--- src/block_bitmap_allocator_defines.svh ---
// ----------------------------------------------------------------------------
// Block bitmap allocator assertion macros
// Shared concurrent assertion wrappers on the block clock and reset.
// ----------------------------------------------------------------------------
`ifndef BLOCK_BITMAP_ALLOCATOR_DEFINES_SVH
`define BLOCK_BITMAP_ALLOCATOR_DEFINES_SVH

// Same-cycle implication, disabled during reset
`define BBA_ASSERT_SAME(label, ante, cons) \
   label: assert property (@(posedge clock) disable iff (reset) (ante) |-> (cons)) \
      else $error("block bitmap allocator: same-cycle check failed");

// Next-cycle implication, disabled during reset
`define BBA_ASSERT_NEXT(label, ante, cons) \
   label: assert property (@(posedge clock) disable iff (reset) (ante) |=> (cons)) \
      else $error("block bitmap allocator: next-cycle check failed");

`endif

--- src/bba_pkg.sv ---
// ----------------------------------------------------------------------------
// Block bitmap allocator package
// Sizes, status and request codes, and item structs shared by the block.
// ----------------------------------------------------------------------------
package bba_pkg;

   // Bitmap geometry
   localparam int MAX_BLOCKS = 4096;
   localparam int WORD_BITS  = 32;
   localparam int WORD_COUNT = (MAX_BLOCKS + WORD_BITS - 1) / WORD_BITS;
   localparam int ADDR_W     = (WORD_COUNT > 1) ? $clog2(WORD_COUNT) : 1;
   localparam int BIT_W      = $clog2(WORD_BITS);
   // Wide enough for the limit and for one past the last bitmap position
   localparam int CMP_W      = ADDR_W + BIT_W + 2;

   // Item field widths
   localparam int BLOCK_W  = 12;
   localparam int TOTAL_W  = 13;
   localparam int STATUS_W = 2;

   localparam logic [TOTAL_W-1:0] TOTAL_RESET = TOTAL_W'(4096);

   // Request codes
   localparam logic REQ_ALLOC = 1'b0;
   localparam logic REQ_FREE  = 1'b1;

   // Status codes
   localparam logic [STATUS_W-1:0] ST_OK           = 2'd0;
   localparam logic [STATUS_W-1:0] ST_FULL         = 2'd1;
   localparam logic [STATUS_W-1:0] ST_ALREADY_FREE = 2'd2;
   localparam logic [STATUS_W-1:0] ST_RANGE        = 2'd3;

   typedef struct packed {
      logic               req_type;
      logic [BLOCK_W-1:0] block_number;
   } bba_req_type;

   typedef struct packed {
      logic [BLOCK_W-1:0]  granted_block;
      logic [STATUS_W-1:0] status;
   } bba_rsp_type;

   // Bitmap write command
   typedef struct packed {
      logic                 en;
      logic [ADDR_W-1:0]    addr;
      logic [WORD_BITS-1:0] word;
   } bba_wr_type;

endpackage

--- src/bba_bitmap.sv ---
// ----------------------------------------------------------------------------
// Block bitmap store
// Used-bit words with one write and one registered read port; a word
// never written since reset reads as all free.
// ----------------------------------------------------------------------------
module bba_bitmap import bba_pkg::*; (
   input  logic                 clock,
   input  logic                 reset,
   input  logic [ADDR_W-1:0]    rd_addr,
   output logic [WORD_BITS-1:0] rd_word,
   input  bba_wr_type           wr
);

   logic [WORD_BITS-1:0]  mem [WORD_COUNT];
   logic [WORD_COUNT-1:0] vld_ff;
   logic [WORD_BITS-1:0]  rd_data_ff;
   logic                  rd_vld_ff;

   // Write the word and register the read data
   always_ff @(posedge clock) begin
      if (wr.en) begin
         mem[wr.addr] <= wr.word;
      end
      rd_data_ff <= mem[rd_addr];
   end

   // Track written words, cleared at reset
   always_ff @(posedge clock) begin
      if (reset) begin
         vld_ff    <= '0;
         rd_vld_ff <= 1'b0;
      end else begin
         if (wr.en) begin
            vld_ff[wr.addr] <= 1'b1;
         end
         rd_vld_ff <= vld_ff[rd_addr];
      end
   end

   // Unwritten words read as free
   assign rd_word = rd_vld_ff ? rd_data_ff : '0;

endmodule

--- config.mk ---
export PLATFORM = sky130hd
export DESIGN_NAME = bba_bitmap
export DESIGN_NICKNAME = d
export VERILOG_FILES = /design/src/block_bitmap_allocator_defines.svh /design/src/bba_pkg.sv /design/src/bba_bitmap.sv
export SDC_FILE = /design/constraint.sdc
export NUM_CORES = 2
export LEC_CHECK = 0
export BUFFER_PORTS_ARGS = -buffer_cell sky130_fd_sc_hd__buf_2
export CAP_MARGIN = 20
export CELL_PAD_IN_SITES_DETAIL_PLACEMENT = 0
export CELL_PAD_IN_SITES_GLOBAL_PLACEMENT = 1
export CORE_AREA = 2 2 547 549
export DETAILED_ROUTE_END_ITERATION = 10
export DIE_AREA = 0 0 549 551
export PLACE_DENSITY_LB_ADDON = 0.1
export RECOVER_POWER = 100
export SKIP_CTS_REPAIR_TIMING = 1
export SLEW_MARGIN = 20
export SYNTH_ARGS = -nofsm -noshare
export SYNTH_HDL_FRONTEND = slang
export SYNTH_SLANG_ARGS = --single-unit
--- constraint.sdc ---
create_clock -name clock -period 4 [get_ports clock]
set_input_delay 0.4 -clock clock [delete_from_list [all_inputs] [get_ports clock]]
set_output_delay 0.4 -clock clock [all_outputs]
set_load 0.005 [all_outputs]
==> summary.md <==
| Metric | Value |
|---|---|
| Status | complete, but fails checks |
| Violated checks | antenna violations, max-capacitance violations, max-slew violations, negative setup slack |
| Syn_area_per_cell | 20.6 um^2 |
| Peak Freq | 247 MHz |
| Async SR Flop Fraction | 0% |
| Critical Path Sink | rd_word[8] |
| Clock Latency Late Sink | 0.97 ns |
| Net switching fraction of the power | 21.5% |
| Number of flops mapped to enable cells by yosys | 4,096 |
| Clock buffers created by TritonCTS | 427 |
| Full die area | 302,000 um^2 |
| Gate Count Post-Synth | 7,892 |
| Hold Path Origin | rd_addr[5] |
| Worst stage delay on the critical path | 1.16 ns |
| Worst Setup Path Type | register to primary output |
| First-pass GRT wire length | 655,000 um |
| Critical path origin | rd_vld_ff$_SDFF_PP0_ |
| Slowest stage cell on the critical path | sky130_fd_sc_hd__dfxtp_1 |
| Hold Path Class | primary input to register |
| Largest clock skew in the final design | 0.0453 ns |
| Reported leakage power | 59.1 nW |
| Routability Congestion | 0.890 |
| Fin crit period | 4.05 ns |
| Post-route DRC violation count | 0 |
| Destination of the worst register-to-register timing path | rd_data_ff[26]$_DFF_P_ |
| Number of routed nets with antenna violations | 1 |
| Worst setup SP type | register |
| Average vias per placed instance | 6.63 |
| Cell breakdown of the critical path | buf_4 -> and2_0 -> buf_2 |
| Cell type with the highest aggregate area in the netlist | sky130_fd_sc_hd__edfxtp_1 |
| Maximum number of pins on one net before global-route repair | 129 |
| Worst EP required | 3.60 ns |
| Layout overhead on the synthesized area | 13.6% |
| Total number of clock tree sinks | 4,257 |
| Transition time of the tightest slew-check pin | 4.35 ns |
| Worst reg2reg setup slack | 0.93 ns |
| Most frequent cells in the layout | sky130_fd_sc_hd__edfxtp_1 (4,096), sky130_fd_sc_hd__mux4_2 (816), sky130_fd_sc_hd__mux2i_1 (545), sky130_fd_sc_hd__clkbuf_16 (430), sky130_fd_sc_hd__a22oi_1 (306) |
| H-tree lvl count | 5 |
| Number of buffers on the longest clock path | 4 |
| Worst vdd ir | 0.000436 V |
| Worst Path Arrival | 3.65 ns |
| Congestion Overflow GR | 0 |
| Die width | 549 um |
| Type of destination of the critical path | primary output |
| Max-slew violations | 3,696 |
| Core footprint | 296,000 um^2 |
| Combinational cell fraction of total power | 4.9% |
| Post-synthesis instance area | 162,000 um^2 |
| Switching power | 20.0 mW |
| Final #Nets | 8,451 |
| First-iteration detailed-routing DRC count | 11,900 |
| Internal Power | 73.2 mW |
| Distinct cell type count after synthesis | 42 |
| Clock Pin Slew Worst Setup and Hold Paths | 0.06 ns |
| Chip Height | 551 um |
| TritonCTS clock tree | done |
| Final hold violation count | 0 |
| Post-route fraction of the period consumed by the critical path | 101% |
| Root cell of the clock tree | sky130_fd_sc_hd__clkbuf_16 |
| Most frequent standard cell in the layout excluding fill and tap cells | sky130_fd_sc_hd__edfxtp_1 |
| Iteration count of the initial detailed-routing pass | 5 |
| Warning count from the yosys run | 0 |
| Part of the power in registers | 52.8% |
| Seq cells post-synth | 4,257 |
| Worst r2r path cells | 6 |
| Global router's overall resource usage | 31.3% |
| Drt total wl | 473,000 um |
| Antenna violations before repair | 56 |
| Via count of the first global-routing pass | 82,200 |
| Number of max-capacitance violations reported | 86 |
| Post-synthesis sequential area ratio | 77.8% |
| DP Cell Count | 11,900 |
| Number of cell rows | 200 |
| Number of port buffers | 80 |
| Half-perimeter wire length after placement | 274,000 um |
| Finish-stage setup viols | 1 |
| Starting density of the core | 54.7% |
| Ratio of cells with drive above 1 in the final layout | 23.2% |
| Area share of the largest cell type after synthesis | 75.8% |
| I/O pin cnt | 81 |
| Post-Syn Nets | 7,941 |
| Worst R2R Start | mem[95][26]$_DFFE_PP_ |
| Overall via count from detail_route | 84,400 |
| Top area cells in the synthesized netlist | sky130_fd_sc_hd__edfxtp_1 (76%), sky130_fd_sc_hd__mux4_2 (11%), sky130_fd_sc_hd__mux2i_1 (3.4%) |
| Slew Limit Headroom | -190% |
| Ys flop type | sky130_fd_sc_hd__edfxtp_1 |
| Unrepaired setup endpoints after global routing | no |
| Proportion of power drawn by the clock network | 42.2% |
| Total power consumption of the routed design | 93.2 mW |
| Fin worst setup slack | -0.0489 ns |
| Worst setup timing slack at the placement stage | -0.00922 ns |
| Power per cell area | 506 nW/um^2 |
| Post-Layout Cell Count | 12,700 |
| Routed length per placed instance | 37.1 um |
| Crit Path Max Fanout | 21 |
power by group through the flow:
stage | Clock (mW) | Combinational (mW) | Sequential [mW]
2_1_floorplan | 0 | 2.19 | 50.0
3_3_place_gp | 0 | 4.56 | 50.1
3_5_place_dp | 0 | 4.63 | 50.1
4_1_cts | 39.8 | 4.65 | 49.2
5_1_grt | 41.4 | 4.78 | 49.2
6_report | 39.4 | 4.59 | 49.2
worst min path at each step:
stage / end / depth (start not counted)
floorplan: vld_ff[7]$_SDFFE_PP0P_ / 2
global placement: vld_ff[14]$_SDFFE_PP0P_ / 2
detailed placement: vld_ff[102]$_SDFFE_PP0P_ / 2
CTS: rd_vld_ff$_SDFF_PP0_ / 3
global route: rd_vld_ff$_SDFF_PP0_ / 4
finish: rd_vld_ff$_SDFF_PP0_ / 4
synthesized netlist by cell type (72+ instances only):
library cell and instances:
sky130_fd_sc_hd__nand3_1 303, sky130_fd_sc_hd__nand2_1 237, sky130_fd_sc_hd__a21oi_1 127, sky130_fd_sc_hd__nand4_1 72, sky130_fd_sc_hd__a22oi_1 306, sky130_fd_sc_hd__clkbuf_1 247, sky130_fd_sc_hd__dfxtp_1 161, sky130_fd_sc_hd__nor2_1 391
sky130_fd_sc_hd__buf_2 133, sky130_fd_sc_hd__mux4_2 816, sky130_fd_sc_hd__edfxtp_1 4096, sky130_fd_sc_hd__mux2i_1 545, sky130_fd_sc_hd__nor2b_1 75
layout make-up:
type | count | area (um^2)
flip-flops and latches | 4257 | 126000
multi-input cells | 3172 | 34800
clock buffers | 548 | 11400
clock inverters | 235 | 2260
well taps | 3939 | 4930
fillers | 20700 | 112000
diodes | 42 | 105
inverters | 2 | 10.0
repair buffers | 542 | 4470
worst max-delay path: cells and delay by family (launching register included):
kind	cells	cell delay, ns
buf+inv	2	0.84
flops	1	1.16
simple gates	1	0.68
layer usage:
| layer | vias to the layer above | global-route usage [%] | share of wire, % |
|---|---|---|---|
| met5 | - | 0 | 0.021 |
| met4 | 16 | 12.7 | 4.6 |
| met3 | 779 | 5.04 | 9.6 |
| met2 | 4640 | 48.4 | 47 |
| met1 | 45300 | 45.3 | 39 |
| li1 | 33700 | - | - |
registers in the layout (all words and copies together) (netlist names):
name        flops
vld_ff        128
mem          4096
rd_vld_ff       1
rd_data_ff     32
metrics by stage:
stage | hold slack [ns] | util (%) | area, um^2 | TNS (ns)
finish | 0.0294 | 62.2 | 184000 | -0.0489
global route | 0.0352 | 62.2 | 184000 | 0
CTS | -0.210 | 62.6 | 185000 | 0
detailed placement | 0.458 | 57.9 | 172000 | -0.00922
global placement | 0.443 | 57.9 | 172000 | 0
floorplan | 0.435 | - | 162000 | 0
logic make-up after synthesis:
group / count (synthesis) / synth area share [%]
AND/OR/NAND/NOR: 1205 / 3.56
flip-flops: 4257 / 77.8
AO/OA/AOI/OAI: 573 / 2.41
buffers and inverters: 463 / 1.28
multiplexers: 1394 / 14.9
Power figures use the tool's default switching activity.
